===== config.mk =====
export PLATFORM = sky130hd
export DESIGN_NAME = ripple_field_shader_core
export DESIGN_NICKNAME = d
export VERILOG_FILES = /design/src/rtl/core/rfs_pkg.sv /design/src/rtl/core/rfs_datapath.sv /design/src/rtl/core/rfs_ctrl.sv /design/src/rtl/core/ripple_field_shader_core.sv
export SDC_FILE = /design/constraint.sdc
export NUM_CORES = 2
export LEC_CHECK = 0
export ABC_AREA = 1
export BUFFER_PORTS_ARGS = -buffer_cell sky130_fd_sc_hd__buf_2
export CORE_MARGIN = 2
export CORE_UTILIZATION = 59
export CTS_CLUSTER_DIAMETER = 150
export DETAILED_ROUTE_END_ITERATION = 16
export PLACE_DENSITY_LB_ADDON = 0.15
export SLEW_MARGIN = 30
export SYNTH_ARGS = -nofsm -noshare
export SYNTH_HDL_FRONTEND = slang
export SYNTH_SLANG_ARGS = --single-unit

===== constraint.sdc =====
create_clock -name clk -period 7.9 [get_ports clk]
set_input_delay 1.185 -clock clk [delete_from_list [all_inputs] [get_ports clk]]
set_output_delay 1.185 -clock clk [all_outputs]
set_load 0.1 [all_outputs]

===== src/rtl/core/rfs_pkg.sv =====
// Shared constants, types and the raised-sine table of the ripple field shader.
package rfs_pkg;

  localparam int DROP_SLOTS = 32;
  localparam int SHADES     = 10;
  localparam int COL_BITS   = 10;
  localparam int ROW_BITS   = 9;
  localparam int FRAME_BITS = 16;

  localparam int SLOT_BITS = (DROP_SLOTS > 1) ? $clog2(DROP_SLOTS) : 1;

  // squared offsets: column offset is Q.7 (half cells), row offset Q.8
  localparam int DX_SQ_W = 2 * COL_BITS + 14;
  localparam int DY_SQ_W = 2 * ROW_BITS + 16;
  localparam int RAD_W   = (DX_SQ_W > DY_SQ_W) ? DX_SQ_W : DY_SQ_W;
  localparam int SQ_W    = ((RAD_W + 2) / 2) * 2;
  localparam int DIST_W  = SQ_W / 2;
  localparam int SQ_CNT_W = $clog2(DIST_W);

  // age times wave speed, and the width for comparing it against distance
  localparam int AWS_W = FRAME_BITS + 12;
  localparam int CMP_W = ((AWS_W > DIST_W) ? AWS_W : DIST_W) + 1;

  localparam int DIV_W     = 24;
  localparam int DIV_CNT_W = $clog2(DIV_W);

  localparam int SUM_W = 23;
  localparam logic [SUM_W-1:0] SUM_MAX = {SUM_W{1'b1}};

  // register indexes of the configuration port
  localparam logic [2:0] CFG_WAVE_SPEED  = 3'd0;
  localparam logic [2:0] CFG_WAVE_LENGTH = 3'd1;
  localparam logic [2:0] CFG_RING_DEPTH  = 3'd2;
  localparam logic [2:0] CFG_FADE_RADIUS = 3'd3;
  localparam logic [2:0] CFG_LIFETIME    = 3'd4;
  localparam logic [2:0] CFG_THRESHOLD   = 3'd5;

  typedef enum logic [1:0] {
    REQ_QUERY   = 2'd0,
    REQ_SPAWN   = 2'd1,
    REQ_ADVANCE = 2'd2
  } req_t;

  typedef enum logic [1:0] {
    DIV_IDX   = 2'd0,
    DIV_DFADE = 2'd1,
    DIV_AFADE = 2'd2
  } div_sel_t;

  typedef enum logic [3:0] {
    S_IDLE,
    S_Q_SLOT,
    S_Q_SQI,
    S_Q_SQRT,
    S_Q_CHECK,
    S_Q_DIDX,
    S_Q_DF_ST,
    S_Q_DDF,
    S_Q_AF_ST,
    S_Q_DAF,
    S_Q_MUL1,
    S_Q_MUL2,
    S_Q_NEXT,
    S_SP_SCAN,
    S_ADV_SCAN,
    S_EMIT
  } ctrl_state_t;

  typedef struct packed {
    logic     capture;
    logic     slot_clr;
    logic     slot_inc;
    logic     q_load;
    logic     sq_init;
    logic     sq_step;
    logic     div_start;
    div_sel_t div_sel;
    logic     div_step;
    logic     idx_latch;
    logic     df_latch;
    logic     mul1;
    logic     mul2;
    logic     spawn_wr;
    logic     retire;
    logic     frame_inc;
    logic     out_load;
  } rfs_cmd_t;

  typedef struct packed {
    logic slot_valid;
    logic slot_last;
    logic sq_last;
    logic div_last;
    logic win_ok;
    logic out_free;
  } rfs_status_t;

  typedef logic [15:0] sine_tab_t [256];

  // shift-and-subtract floor quotient of two non-negative values
  function automatic int div_floor(int num, int den);
    int q;
    int rem;
    q   = 0;
    rem = 0;
    for (int b = 30; b >= 0; b--) begin
      rem = (rem << 1) | ((num >> b) & 1);
      if (rem >= den) begin
        rem = rem - den;
        q   = q | (1 << b);
      end
    end
    return q;
  endfunction

  // raised sine (sin+1)/2 in Q1.15 from a rational approximation
  function automatic sine_tab_t build_sine_tab();
    sine_tab_t t;
    int        i;
    int        k;
    int        a;
    int        s;
    for (i = 0; i < 256; i++) begin
      k = i & 127;
      a = k * (128 - k);
      s = div_floor(4 * a * 32768, 20480 - a);
      if (i < 128) t[i] = 16'((32768 + s) >> 1);
      else         t[i] = 16'((32768 - s) >> 1);
    end
    return t;
  endfunction

  localparam sine_tab_t SINE_TAB = build_sine_tab();

endpackage


===== src/rtl/core/rfs_datapath.sv =====
// Datapath: drop table, frame counter, root and divide units, fades, sum and result register.
module rfs_datapath import rfs_pkg::*; (
  input  logic                clk,
  input  logic                rst_n,
  input  logic                cfg_we,
  input  logic [2:0]          cfg_addr,
  input  logic [14:0]         cfg_wdata,
  input  logic [1:0]          in_req,
  input  logic [COL_BITS-1:0] in_col,
  input  logic [ROW_BITS-1:0] in_row,
  input  rfs_cmd_t            cmd,
  output rfs_status_t         status,
  input  logic                out_ready,
  output logic                out_valid,
  output logic [3:0]          out_shade,
  output logic                out_painted,
  output logic                out_accepted
);

  // configuration
  logic [11:0] ws_r, wl_r;
  logic [7:0]  rd_r, fr_r, lt_r;
  logic [14:0] thr_r;

  // captured item
  req_t                req_r;
  logic [COL_BITS-1:0] col_r;
  logic [ROW_BITS-1:0] row_r;

  // drop table
  logic                  valid_r    [DROP_SLOTS];
  logic [COL_BITS-1:0]   tab_col_r  [DROP_SLOTS];
  logic [ROW_BITS-1:0]   tab_row_r  [DROP_SLOTS];
  logic [FRAME_BITS-1:0] tab_born_r [DROP_SLOTS];
  logic [FRAME_BITS-1:0] frame_r;
  logic [SLOT_BITS-1:0]  slot_r;

  // per-drop work registers
  logic [DX_SQ_W-1:0]    dx_sq_r;
  logic [DY_SQ_W-1:0]    dy_sq_r;
  logic [FRAME_BITS-1:0] age_r;
  logic [AWS_W-1:0]      aws_r;
  logic [SQ_W-1:0]       sq_v_r, sq_res_r, sq_bit_r;
  logic [SQ_CNT_W-1:0]   sq_cnt_r;
  logic [11:0]           div_rem_r, div_den_r;
  logic [DIV_W-1:0]      div_quo_r;
  logic [DIV_CNT_W-1:0]  div_cnt_r;
  logic [7:0]            idx_r;
  logic [15:0]           dfade_r, afade_r;
  logic [16:0]           m1_r;
  logic [SUM_W-1:0]      sum_r;
  logic                  acc_r;

  // result register
  logic       out_valid_r;
  logic [3:0] out_shade_r;
  logic       out_painted_r;
  logic       out_accepted_r;

  logic [11:0]           wl_eff, fr_eff, lt_eff;
  logic [FRAME_BITS-1:0] age;
  logic [COL_BITS-1:0]   dcol;
  logic [ROW_BITS-1:0]   drow;
  logic [2*COL_BITS-1:0] dcol_sq;
  logic [2*ROW_BITS-1:0] drow_sq;
  logic [DIST_W-1:0]     dist_cur;
  logic [CMP_W-1:0]      aws_ext, dist_ext, p_full;
  logic [SQ_W-1:0]       sq_trial;
  logic [12:0]           rem_sh;
  logic                  div_ge;
  logic [31:0]           prod1;
  logic [32:0]           prod2;
  logic [SUM_W:0]        sum_add;
  logic [SUM_W+3:0]      sh_prod;
  logic [11:0]           sh_full;
  logic [3:0]            shade_q;
  logic                  paint_q;

  // zero wave length, fade radius and lifetime act as one
  assign wl_eff = (wl_r == 12'd0) ? 12'd1 : wl_r;
  assign fr_eff = (fr_r == 8'd0) ? 12'd1 : {4'd0, fr_r};
  assign lt_eff = (lt_r == 8'd0) ? 12'd1 : {4'd0, lt_r};

  assign age  = frame_r - tab_born_r[slot_r];
  assign dcol = (col_r >= tab_col_r[slot_r]) ? col_r - tab_col_r[slot_r]
                                             : tab_col_r[slot_r] - col_r;
  assign drow = (row_r >= tab_row_r[slot_r]) ? row_r - tab_row_r[slot_r]
                                             : tab_row_r[slot_r] - row_r;

  // full-width squares of the offsets
  assign dcol_sq = {{COL_BITS{1'b0}}, dcol} * {{COL_BITS{1'b0}}, dcol};
  assign drow_sq = {{ROW_BITS{1'b0}}, drow} * {{ROW_BITS{1'b0}}, drow};

  assign dist_cur = sq_res_r[DIST_W-1:0];
  assign aws_ext  = CMP_W'(aws_r);
  assign dist_ext = CMP_W'(dist_cur);
  assign p_full   = aws_ext - dist_ext;
  assign sq_trial = sq_res_r + sq_bit_r;
  assign rem_sh   = {div_rem_r, div_quo_r[DIV_W-1]};
  assign div_ge   = rem_sh >= {1'b0, div_den_r};
  assign prod1    = SINE_TAB[idx_r] * dfade_r;
  assign prod2    = m1_r * afade_r;
  assign sum_add  = {1'b0, sum_r} + (SUM_W+1)'(prod2[32:15]);

  // shade from the saturated sum
  assign sh_prod = sum_r * 4'(SHADES - 1);
  assign sh_full = sh_prod[SUM_W+3:15];
  assign paint_q = sum_r > SUM_W'(thr_r);
  assign shade_q = !paint_q ? 4'd0 :
                   (sh_full > 12'(SHADES - 1)) ? 4'(SHADES - 1) : sh_full[3:0];

  // status to the controller
  always_comb begin
    status.slot_valid = valid_r[slot_r];
    status.slot_last  = slot_r == SLOT_BITS'(DROP_SLOTS - 1);
    status.sq_last    = sq_cnt_r == SQ_CNT_W'(DIST_W - 1);
    status.div_last   = div_cnt_r == DIV_CNT_W'(DIV_W - 1);
    status.win_ok     = (aws_ext > dist_ext) && (p_full < CMP_W'({rd_r, 8'd0})) &&
                        (dist_ext < CMP_W'({fr_eff, 8'd0})) &&
                        (age_r < FRAME_BITS'(lt_eff));
    status.out_free   = !out_valid_r || out_ready;
  end

  // configuration registers
  always_ff @(posedge clk) begin
    if (!rst_n) begin
      ws_r  <= 12'd205;
      wl_r  <= 12'd640;
      rd_r  <= 8'd12;
      fr_r  <= 8'd25;
      lt_r  <= 8'd60;
      thr_r <= 15'd1638;
    end else if (cfg_we) begin
      case (cfg_addr)
        CFG_WAVE_SPEED:  ws_r  <= cfg_wdata[11:0];
        CFG_WAVE_LENGTH: wl_r  <= cfg_wdata[11:0];
        CFG_RING_DEPTH:  rd_r  <= cfg_wdata[7:0];
        CFG_FADE_RADIUS: fr_r  <= cfg_wdata[7:0];
        CFG_LIFETIME:    lt_r  <= cfg_wdata[7:0];
        CFG_THRESHOLD:   thr_r <= cfg_wdata;
        default: ;
      endcase
    end
  end

  // valid bits, frame counter and slot pointer
  always_ff @(posedge clk) begin
    if (!rst_n) begin
      for (int i = 0; i < DROP_SLOTS; i++) valid_r[i] <= 1'b0;
      frame_r <= '0;
      slot_r  <= '0;
    end else begin
      if (cmd.frame_inc) frame_r <= frame_r + 1'b1;
      if (cmd.slot_clr) slot_r <= '0;
      else if (cmd.slot_inc) slot_r <= SLOT_BITS'(slot_r + 1'b1);
      if (cmd.spawn_wr) valid_r[slot_r] <= 1'b1;
      else if (cmd.retire && valid_r[slot_r] && (age > FRAME_BITS'(lt_r)))
        valid_r[slot_r] <= 1'b0;
    end
  end

  // drop payload and captured item
  always_ff @(posedge clk) begin
    if (cmd.spawn_wr) begin
      tab_col_r[slot_r]  <= col_r;
      tab_row_r[slot_r]  <= row_r;
      tab_born_r[slot_r] <= frame_r;
    end
    if (cmd.capture) begin
      req_r <= req_t'(in_req);
      col_r <= in_col;
      row_r <= in_row;
    end
  end

  // squared offsets, integer root and phase product
  always_ff @(posedge clk) begin
    if (cmd.q_load) begin
      dx_sq_r <= {dcol_sq, 14'd0};
      dy_sq_r <= {drow_sq, 16'd0};
      age_r   <= age;
    end
    if (cmd.sq_init) begin
      sq_v_r   <= SQ_W'(dx_sq_r) + SQ_W'(dy_sq_r);
      sq_res_r <= '0;
      sq_bit_r <= SQ_W'(1) << (SQ_W - 2);
      sq_cnt_r <= '0;
      aws_r    <= AWS_W'(age_r) * AWS_W'(ws_r);
    end else if (cmd.sq_step) begin
      if (sq_v_r >= sq_trial) begin
        sq_v_r   <= sq_v_r - sq_trial;
        sq_res_r <= (sq_res_r >> 1) + sq_bit_r;
      end else begin
        sq_res_r <= sq_res_r >> 1;
      end
      sq_bit_r <= sq_bit_r >> 2;
      sq_cnt_r <= SQ_CNT_W'(sq_cnt_r + 1'b1);
    end
  end

  // restoring divider, one quotient bit a cycle
  always_ff @(posedge clk) begin
    if (cmd.div_start) begin
      div_rem_r <= '0;
      div_cnt_r <= '0;
      case (cmd.div_sel)
        DIV_IDX: begin
          div_quo_r <= {p_full[15:0], 8'd0};
          div_den_r <= wl_eff;
        end
        DIV_DFADE: begin
          div_quo_r <= DIV_W'({dist_cur[15:0], 7'd0});
          div_den_r <= fr_eff;
        end
        DIV_AFADE: begin
          div_quo_r <= DIV_W'({age_r[7:0], 15'd0});
          div_den_r <= lt_eff;
        end
        default: begin
          div_quo_r <= '0;
          div_den_r <= 12'd1;
        end
      endcase
    end else if (cmd.div_step) begin
      div_rem_r <= div_ge ? 12'(rem_sh - {1'b0, div_den_r}) : rem_sh[11:0];
      div_quo_r <= {div_quo_r[DIV_W-2:0], div_ge};
      div_cnt_r <= DIV_CNT_W'(div_cnt_r + 1'b1);
    end
  end

  // sine index, fades and weighted contribution
  always_ff @(posedge clk) begin
    if (cmd.idx_latch) idx_r <= 8'd0 - div_quo_r[7:0];
    if (cmd.df_latch) dfade_r <= 16'd32768 - div_quo_r[15:0];
    if (cmd.mul1) begin
      afade_r <= 16'd32768 - div_quo_r[15:0];
      m1_r    <= prod1[31:15];
    end
  end

  // accumulate with saturation; note spawn success
  always_ff @(posedge clk) begin
    if (cmd.capture) begin
      sum_r <= '0;
      acc_r <= 1'b0;
    end else begin
      if (cmd.mul2) sum_r <= sum_add[SUM_W] ? SUM_MAX : sum_add[SUM_W-1:0];
      if (cmd.spawn_wr) acc_r <= 1'b1;
    end
  end

  // result register: load when free, drop when taken
  always_ff @(posedge clk) begin
    if (!rst_n) begin
      out_valid_r <= 1'b0;
    end else if (cmd.out_load) begin
      out_valid_r <= 1'b1;
    end else if (out_ready) begin
      out_valid_r <= 1'b0;
    end
  end

  always_ff @(posedge clk) begin
    if (cmd.out_load) begin
      out_shade_r    <= (req_r == REQ_QUERY) ? shade_q : 4'd0;
      out_painted_r  <= (req_r == REQ_QUERY) && paint_q;
      out_accepted_r <= (req_r == REQ_SPAWN) && acc_r;
    end
  end

  assign out_valid    = out_valid_r;
  assign out_shade    = out_shade_r;
  assign out_painted  = out_painted_r;
  assign out_accepted = out_accepted_r;

  a_unpainted_dark: assert property (@(posedge clk) disable iff (!rst_n)
    out_valid_r && !out_painted_r |-> out_shade_r == 4'd0)
    else $error("unpainted result carries a shade");

  a_kind_exclusive: assert property (@(posedge clk) disable iff (!rst_n)
    out_valid_r |-> !(out_accepted_r && out_painted_r))
    else $error("result is both a query and a spawn");

  a_spawn_sets_valid: assert property (@(posedge clk) disable iff (!rst_n)
    cmd.spawn_wr |=> valid_r[$past(slot_r)])
    else $error("spawned slot not marked active");

  a_shade_range: assert property (@(posedge clk) disable iff (!rst_n)
    out_valid_r |-> out_shade_r <= 4'(SHADES - 1))
    else $error("shade index out of range");

endmodule


===== src/rtl/core/rfs_ctrl.sv =====
// Controller: sequences queries, spawns and frame advances over the drop slots.
module rfs_ctrl import rfs_pkg::*; (
  input  logic        clk,
  input  logic        rst_n,
  input  logic        in_valid,
  input  logic [1:0]  in_req,
  output logic        in_ready,
  input  rfs_status_t status,
  output rfs_cmd_t    cmd
);

  ctrl_state_t state_r, state_nxt;

  // state register
  always_ff @(posedge clk) begin
    if (!rst_n) state_r <= S_IDLE;
    else        state_r <= state_nxt;
  end

  // next state and commands
  always_comb begin
    state_nxt   = state_r;
    cmd         = '0;
    cmd.div_sel = DIV_IDX;
    in_ready    = 1'b0;
    case (state_r)
      S_IDLE: begin
        in_ready = 1'b1;
        if (in_valid) begin
          cmd.capture  = 1'b1;
          cmd.slot_clr = 1'b1;
          case (req_t'(in_req))
            REQ_QUERY:   state_nxt = S_Q_SLOT;
            REQ_SPAWN:   state_nxt = S_SP_SCAN;
            REQ_ADVANCE: begin
              cmd.frame_inc = 1'b1;
              state_nxt     = S_ADV_SCAN;
            end
            default:     state_nxt = S_EMIT;
          endcase
        end
      end
      S_Q_SLOT: begin
        if (status.slot_valid) begin
          cmd.q_load = 1'b1;
          state_nxt  = S_Q_SQI;
        end else begin
          state_nxt = S_Q_NEXT;
        end
      end
      S_Q_SQI: begin
        cmd.sq_init = 1'b1;
        state_nxt   = S_Q_SQRT;
      end
      S_Q_SQRT: begin
        cmd.sq_step = 1'b1;
        if (status.sq_last) state_nxt = S_Q_CHECK;
      end
      S_Q_CHECK: begin
        // skip drops outside the ring or fully faded
        if (status.win_ok) begin
          cmd.div_start = 1'b1;
          cmd.div_sel   = DIV_IDX;
          state_nxt     = S_Q_DIDX;
        end else begin
          state_nxt = S_Q_NEXT;
        end
      end
      S_Q_DIDX: begin
        cmd.div_step = 1'b1;
        if (status.div_last) state_nxt = S_Q_DF_ST;
      end
      S_Q_DF_ST: begin
        cmd.idx_latch = 1'b1;
        cmd.div_start = 1'b1;
        cmd.div_sel   = DIV_DFADE;
        state_nxt     = S_Q_DDF;
      end
      S_Q_DDF: begin
        cmd.div_step = 1'b1;
        if (status.div_last) state_nxt = S_Q_AF_ST;
      end
      S_Q_AF_ST: begin
        cmd.df_latch  = 1'b1;
        cmd.div_start = 1'b1;
        cmd.div_sel   = DIV_AFADE;
        state_nxt     = S_Q_DAF;
      end
      S_Q_DAF: begin
        cmd.div_step = 1'b1;
        if (status.div_last) state_nxt = S_Q_MUL1;
      end
      S_Q_MUL1: begin
        cmd.mul1  = 1'b1;
        state_nxt = S_Q_MUL2;
      end
      S_Q_MUL2: begin
        cmd.mul2  = 1'b1;
        state_nxt = S_Q_NEXT;
      end
      S_Q_NEXT: begin
        if (status.slot_last) begin
          state_nxt = S_EMIT;
        end else begin
          cmd.slot_inc = 1'b1;
          state_nxt    = S_Q_SLOT;
        end
      end
      S_SP_SCAN: begin
        // claim the lowest free slot
        if (!status.slot_valid) begin
          cmd.spawn_wr = 1'b1;
          state_nxt    = S_EMIT;
        end else if (status.slot_last) begin
          state_nxt = S_EMIT;
        end else begin
          cmd.slot_inc = 1'b1;
        end
      end
      S_ADV_SCAN: begin
        cmd.retire = 1'b1;
        if (status.slot_last) state_nxt = S_EMIT;
        else                  cmd.slot_inc = 1'b1;
      end
      S_EMIT: begin
        if (status.out_free) begin
          cmd.out_load = 1'b1;
          state_nxt    = S_IDLE;
        end
      end
      default: state_nxt = S_IDLE;
    endcase
  end

  a_load_when_free: assert property (@(posedge clk) disable iff (!rst_n)
    cmd.out_load |-> status.out_free)
    else $error("result loaded over an untaken result");

  a_accept_idle: assert property (@(posedge clk) disable iff (!rst_n)
    in_valid && in_ready |=> state_r != S_IDLE)
    else $error("accepted item not started");

  a_root_then_check: assert property (@(posedge clk) disable iff (!rst_n)
    state_r == S_Q_SQRT && status.sq_last |=> state_r == S_Q_CHECK)
    else $error("root finished without window check");

endmodule


===== src/rtl/core/ripple_field_shader_core.sv =====
// Work per item: a query visits every slot, each active drop runs the 18-step root, and a
// drop inside its ring and not faded also runs three 24-step divides; spawn scans the slots
// up to the first free one, advance scans all slots; a stalled result adds its wait.
// Throughput: one item at a time; the next item is taken the cycle after the result loads.
// Reset (synchronous, rst_n low): all slots inactive, frame zero, registers at defaults.
// Top level of the ripple field shader: stream ports, controller and datapath.
module ripple_field_shader_core import rfs_pkg::*; (
  input  logic        clk,
  input  logic        rst_n,
  input  logic        cfg_we,
  input  logic [2:0]  cfg_addr,
  input  logic [14:0] cfg_wdata,
  input  logic        in_tvalid,
  output logic        in_tready,
  input  logic [23:0] in_tdata,   // col [9:0], row [18:10], zero [23:19]
  input  logic [1:0]  in_tuser,   // req_type [1:0]
  output logic        out_tvalid,
  input  logic        out_tready,
  output logic [7:0]  out_tdata   // shade [3:0], painted [4], accepted [5], zero [7:6]
);

  rfs_cmd_t    cmd;
  rfs_status_t status;
  logic [3:0]  shade;
  logic        painted;
  logic        accepted;

  rfs_ctrl u_ctrl (
    .clk      (clk),
    .rst_n    (rst_n),
    .in_valid (in_tvalid),
    .in_req   (in_tuser),
    .in_ready (in_tready),
    .status   (status),
    .cmd      (cmd)
  );

  rfs_datapath u_dp (
    .clk          (clk),
    .rst_n        (rst_n),
    .cfg_we       (cfg_we),
    .cfg_addr     (cfg_addr),
    .cfg_wdata    (cfg_wdata),
    .in_req       (in_tuser),
    .in_col       (in_tdata[COL_BITS-1:0]),
    .in_row       (in_tdata[COL_BITS+ROW_BITS-1:COL_BITS]),
    .cmd          (cmd),
    .status       (status),
    .out_ready    (out_tready),
    .out_valid    (out_tvalid),
    .out_shade    (shade),
    .out_painted  (painted),
    .out_accepted (accepted)
  );

  assign out_tdata = {2'b00, accepted, painted, shade};

endmodule


## After elaboration in Yosys (flattened, before gate mapping)

Memory sizes are Yosys's and may differ from the RTL's. A register that Yosys moved wholly into a read port is not among the register bits.
Index checks and enable logic that the tools add are counted.

| word-level totals | value |
|---|---|
| register bits after elaboration | 427 |
| bits in writable memories | 1152 |
| bits in read-only memories | 4096 |
| input bits | 49 |
| output and inout bits | 10 |
| memories kept | 5 |

Memories:

| memory | words | width | read ports | clocked after Yosys merged registers in | write ports | line | text |
|---|---|---|---|---|---|---|---|
| (no name shown) | 256 | 16 | 1 | 0 | 0 | rfs_datapath.sv:101 | `assign prod1 = SINE_TAB[idx_r] * dfade_r;` |
| u_dp.tab_born_r | 32 | 16 | 1 | 1 | 1 | rfs_datapath.sv:34 | `logic [FRAME_BITS-1:0] tab_born_r [DROP_SLOTS];` |
| u_dp.tab_col_r | 32 | 10 | 1 | 1 | 1 | rfs_datapath.sv:32 | `logic [COL_BITS-1:0] tab_col_r [DROP_SLOTS];` |
| u_dp.tab_row_r | 32 | 9 | 1 | 1 | 1 | rfs_datapath.sv:33 | `logic [ROW_BITS-1:0] tab_row_r [DROP_SLOTS];` |
| u_dp.valid_r | 32 | 1 | 1 | 1 | 32 | rfs_datapath.sv:31 | `logic valid_r [DROP_SLOTS];` |

| cells by class | value |
|---|---|
| $add $sub $neg | 18 |
| multiply operators | 6 |
| $lt $le $gt $ge | 12 |
| equal/unequal tests | 34 |
| multiplexer cells | 79 |
| bitwise operators | 5 |
| reductions and logical operators | 35 |

Operator list:

| cell | number |
|---|---|
| 36-bit two-way mux | 4 |
| 24-bit one-hot mux with 3 select lines | 1 |
| 4-bit one-hot mux with 16 select lines | 1 |
| 24-bit two-way mux | 2 |
| 4-bit two-way mux | 12 |
| 5-bit two-way mux | 9 |
| 35-bit by 35-bit adder with 36-bit output | 1 |
| 36-bit by 35-bit adder with 36-bit output | 1 |
| 36-bit >= comparator | 1 |
| 12-bit one-hot mux with 3 select lines | 1 |
| 36-bit subtractor | 1 |
| 34-bit by 34-bit adder with 35-bit output | 1 |
| 1-bit two-way mux | 34 |
| 17-bit by 16-bit multiplier with 33-bit output | 1 |
| 4-bit equality test, second input constant | 8 |
| 16-bit by 16-bit multiplier with 32-bit output | 1 |
| 16-bit two-way mux | 2 |
| 29-bit by 16-bit < comparator with 1-bit output | 1 |
| 28-bit by 18-bit subtractor with 29-bit output | 1 |
| 28-bit by 18-bit > comparator with 1-bit output | 1 |
| 16-bit by 12-bit multiplier with 28-bit output | 1 |
| 23-bit by 4-bit multiplier with 27-bit output, second input constant | 1 |
| 23-bit by 18-bit adder with 24-bit output | 1 |
| 12-bit two-way mux | 2 |
| 55 further kinds | 100 |

## Depth between registers and ports, before layout

| depth | value |
|---|---|
| word-level depth | 11 |
| depth in mapped cells | 46 |

## By module

Synthesis repeated with hierarchy kept, for this count alone.

| second synthesis, totals | value |
|---|---|
| cells, all modules | 11655 |
| area, all modules | 106788.7 um2 |

By module, submodules not included:

| module | times used | cells an instance | area each (um2) | seq. area each (um2) |
|---|---|---|---|---|
| rfs_datapath | 1 | 11539 | 106124.3 | 45163.3 |
| rfs_ctrl | 1 | 111 | 630.6 | 80.1 |
| ripple_field_shader_core | 1 | 5 | 33.8 | 0.0 |

## Worst setup path before layout

OpenSTA, ideal clock, no wires.

| timing | value |
|---|---|
| path type | register to register |
| from | register with a tool-made name |
| to | register u_dp.dx_sq_r[30] (data pin) |
| library setup time | 265 ps |
| arrival time | 7450 ps |
| path slack | 185 ps |
| stages on the path, launching flop included | 37 |
| path buffers | 5 |
| period minus slack after synthesis | 7715 ps |
| cell sequence | dfxtp_1 > inv_2 > buf_2 > buf_2 > buf_2 > buf_1 > nor2_1 > o221ai_1 > nand3_1 > nand2_1 > inv_1 > o21ai_0 > ha_1 > inv_1 > fa_1 > nand4_1 > nand3_1 > buf_4 > nand2_1 > nand2_1 > xor2_1 > nor2_1 > fa_1 > inv_1 > fa_1 > fa_1 > inv_1 > fa_1 > fa_1 > ha_1 > a21oi_1 > inv_1 > a31oi_1 > o21ai_0 > a21boi_0 > o21ai_0 > xor2_1 |

RTL lines:

| what | line | text |
|---|---|---|
| end signal: assignment | rfs_datapath.sv:179 | `dx_sq_r <= {dcol_sq, 14'd0};` |
| end: declaration | rfs_datapath.sv:39 | `logic [DX_SQ_W-1:0] dx_sq_r;` |

## Worst setup path after layout

| timing | value |
|---|---|
| from | register u_dp.idx_r[5] |
| to | register u_dp.m1_r[16] (data pin) |

| between the ends | value |
|---|---|
| word-level cells in the longest chain between the ends | 5 |

Ends and longest elaborated chain:

| what | line | text |
|---|---|---|
| start: declaration | rfs_datapath.sv:48 | `logic [7:0] idx_r;` |
| start signal: assignment | rfs_datapath.sv:233 | `if (cmd.idx_latch) idx_r <= 8'd0 - div_quo_r[7:0];` |
| 8-bit NOT with 9-bit output (implied by the code) | rfs_datapath.sv:101 |  |
| memory read 256 x 16 bit | -- |  |
| 16-bit two-way mux (implied by the code) (2 in a row) | rfs_datapath.sv:101 |  |
| 16-bit by 16-bit multiplier with 32-bit output | rfs_datapath.sv:101 |  |
| named net u_dp.prod1[31] | rfs_datapath.sv:71 | `logic [31:0] prod1;` |
| end signal: assignment | rfs_datapath.sv:237 | `m1_r <= prod1[31:15];` |
| end: declaration | rfs_datapath.sv:50 | `logic [16:0] m1_r;` |

The timed path passes the listed nets, and every way through them passes these cells. The select of a mux whose other input is x is not followed.
A chain may end at the register's enable or synchronous reset.

==> results.yml <==
run_status:
  status: "complete, no violations"
floorplanning:
  io_pins: 59
  die_y_um: 429
  die_w_um: 429
  initial_core_util_pct: 59.6
  core-area_um2: 179000
  die_area_um2: 184000
  rows: 155
detailed_routing:
  wl_met3_mm: 33.7
  wl_per_cell_um: 22.8
  highest_layer: "met5"
  drtIter0Drc: 9924
  wl_met2_mm: 151
  via_per_inst: 6.00
  met1Wirelength_mm: 136
  vias: 87600
  firstDrtPassIters: 8
  drc: 0
  drtAntennaViolNets: 0
  wirelength_mm: 332
global_route:
  grt_pass1_wl_mm: 501
  grt_max_degree: 94
  antenna_found_initial: 5
  overflow: 0
  grt_pass1_vias: 85400
  grtUsageTotal_pct: 35.4
layout:
  fillers: 14100
  post_route_cells_drive_above_1_share_pct: 10.8
  fin_area_um2: 120000
  syn2layout_area_growth_pct: 13.0
  nNetsFinal: 13400
setup_path:
  slowest_delay_ns: 0.72
  critPathSlowestCell: "edfxtp_1"
  cp-start-kind: "register"
  reg2reg_slack_ns: 0.19
  critPathCaptureType: "register"
  worstPathArrival_ns: 8.27
  worst-endpoint-required_ns: 8.45
  critical_path_class: "reg -> reg"
  cp_max_fo: 11
  cp_common_cell: "nand2_1"
place:
  dp_hpwl_mm: 231
  routabilityCongestion: 0.978
  port_buffers: 51
  post_dp_cell_area_um2: 113000
sta:
  fmax_ghz: 0.130
  fin_crit_ns: 7.71
  worst_pin_slew_ns: 1.08
  drv_slew: 0
  hold_viol: 0
  fin_skew_ns: 0.0864
  post-route-period-util_pct: 97.6
  finalSetupViolCount: 0
  slew-limit-headroom_pct: 28.1
synth:
  syn_area_per_cell_um2: 9.11
  synth.top_cell.area_share_pct: 38.2
  ys_ff_latch: 1582
  synthTopCellsByArea: "edfxtp_1, fa_1, ha_1"
  synth.distinct_cells: 76
  syn_inst: 11700
  synth_edf_count: 1356
  synth-main-ff-cell: "edfxtp_1"
  yosysSeqAreaShare_pct: 42.5
  synth_area_leader_cell: "edfxtp_1"
  netlist_area_um2: 106000
  ys_warn_count: 0
  postSynth.asyncResetShare_pct: 0
clock_network:
  cts_tree: "yes"
  htreeDepth: 4
  clock_latency_ns: 0.88
  path_clk_slew_ns: 0.06
  clockBufferDepth: 3
  cts_made_buffers: 165
  root_buffer: "clkbuf_16"
  cts.sinks: 1582
job:
  cap_violations: 0
worst_hold_path:
  min-delay-path-class: "reg -> reg"
-- cell type report --
class	count	area (um2)	area share, %
multi-input cells	7794	53100	44.2
flip-flops and latches	1582	45300	37.6
inverters	1786	6820	5.67
repair buffers	767	6460	5.37
clock buffers	195	4320	3.60
well taps	2355	2950	2.45
clock inverters	112	1260	1.05
repair inverters	2	27.5	0.0229
diodes	2	5.00	0.00416
-- sequential cells by signal, summed over array words and instances, names as in the netlist, 16 cells and up, named ones only --
signal           cells
u_dp.afade_r        16
u_dp.age_r          16
u_dp.aws_r          28
u_dp.dfade_r        16
u_dp.div_quo_r      24
u_dp.dx_sq_r        19
u_dp.dy_sq_r        17
u_dp.frame_r        16
u_dp.m1_r           17
u_dp.sq_bit_r       18
u_dp.sq_res_r       36
u_dp.sq_v_r         36
u_dp.sum_r          23
u_dp.tab_born_r    512
u_dp.tab_col_r     320
u_dp.tab_row_r     288
u_dp.valid_r        32
-- routing by layer --
| metal | global-route usage (%) | vias up |
|---|---|---|
| met1 | 50.0 | 42500 |
| met5 | 0 | - |
| met2 | 55.8 | 4568 |
| li1 | - | 39800 |
| met4 | 12.0 | 2 |
| met3 | 5.88 | 668 |
-- synth_stat cells, types with 10 or more instances --
library cell,instances
a211oi_1,22
o221ai_1,242
o21bai_1,27
dfxtp_1,226
nand3b_1,11
nor4_1,20
nor3_1,81
o21a_1,41
o21ai_1,14
o311ai_0,11
xnor2_1,78
o211ai_1,69
nor2_2,10
buf_4,15
o22ai_1,86
a32o_1,14
a221oi_1,16
ha_1,653
edfxtp_1,1356
inv_1,1764
buf_2,88
nand2_1,2039
fa_1,630
nand3_1,397
nand4_1,73
o21ai_0,1035
inv_2,18
o31ai_1,23
clkbuf_1,388
a21oi_1,543
or2_2,15
buf_1,26
a21o_1,21
nor2_1,1301
xor2_1,165
o2111ai_1,14
a31oi_1,58
-- path summary, 6_finish.rpt --
check                start             to  cells past startpoint
max          u_dp.idx_r[5]  u_dp.m1_r[16]                     32
min           u_dp.rd_r[4]   u_dp.rd_r[4]                      2
max reg2reg  u_dp.idx_r[5]  u_dp.m1_r[16]                     32
min reg2reg   u_dp.rd_r[4]   u_dp.rd_r[4]                      2
-- layout by cell type, fill, tap and decap left out, types with 31 or more instances in the layout --
master,n
nand2_2,31
o21ai_1,42
ha_1,630
nand4_1,73
nor2_2,33
o21a_1,41
a21oi_1,524
xor2_1,164
dfxtp_1,209
clkinv_2,38
buf_12,35
o21ai_0,998
nor2_1,1272
inv_1,1715
fa_1,626
nand3_1,391
nand2_1,2014
buf_2,51
edfxtp_1,1356
xnor2_1,77
clkbuf_16,174
o211ai_1,69
o221ai_1,241
nor3_1,77
inv_2,46
a31oi_1,54
o22ai_1,86
buf_4,644
-- cells by family (layout without fill, tap and decap cells) --
group / Yosys count / in the layout / share of synthesized area, %
compound gates: 2281 / 2281 / 12.6
xor+xnor: 244 / 244 / 2.01
fa+ha+maj: 1283 / 1283 / 19.5
buf+inv: 2309 / 2862 / 8.33
flops: 1582 / 1582 / 42.5
other cells: 1 / 4 / 0.00352
simple gates: 3984 / 3984 / 15.1
-- what timing repair did --
item,4_1_cts,5_1_grt
endpoints found under the hold margin,0,0
buffers inserted,1,77
hold buffers,0,0
pin swaps,1,40
resized for setup,11,258
cloned,2,9
endpoints found under the setup margin,4,61
-- worst max-delay path, delay by kind of cell, from the launching register on --
family / cells / cell delay, ns
adders and majority gates: 7 / 3.12
DFF: 1 / 0.72
AOI/OAI and AO/OA: 6 / 0.89
and+or+nand+nor: 10 / 1.44
buffers and inverters: 9 / 1.24
-- metrics by stage --
step / util (%) / setup slack [ns] / hold WS [ns] / instances / setup TNS, ns
finish: 67.3 / 0.189 / 0.466 / 14600 / 0
global route: 67.3 / -0.0885 / 0.462 / 14600 / -0.318
CTS: 66.3 / 0.0189 / 0.448 / 14500 / 0
detailed placement: 63.1 / -0.0378 / 0.451 / 14200 / -0.0378
global placement: 63.1 / -0.185 / 0.444 / 14200 / -0.757
floorplan: - / 0.185 / 0.423 / 11700 / 0
Power is not shown: default switching activity piles up to over one toggle a cycle in this logic, so the estimate is an artifact.
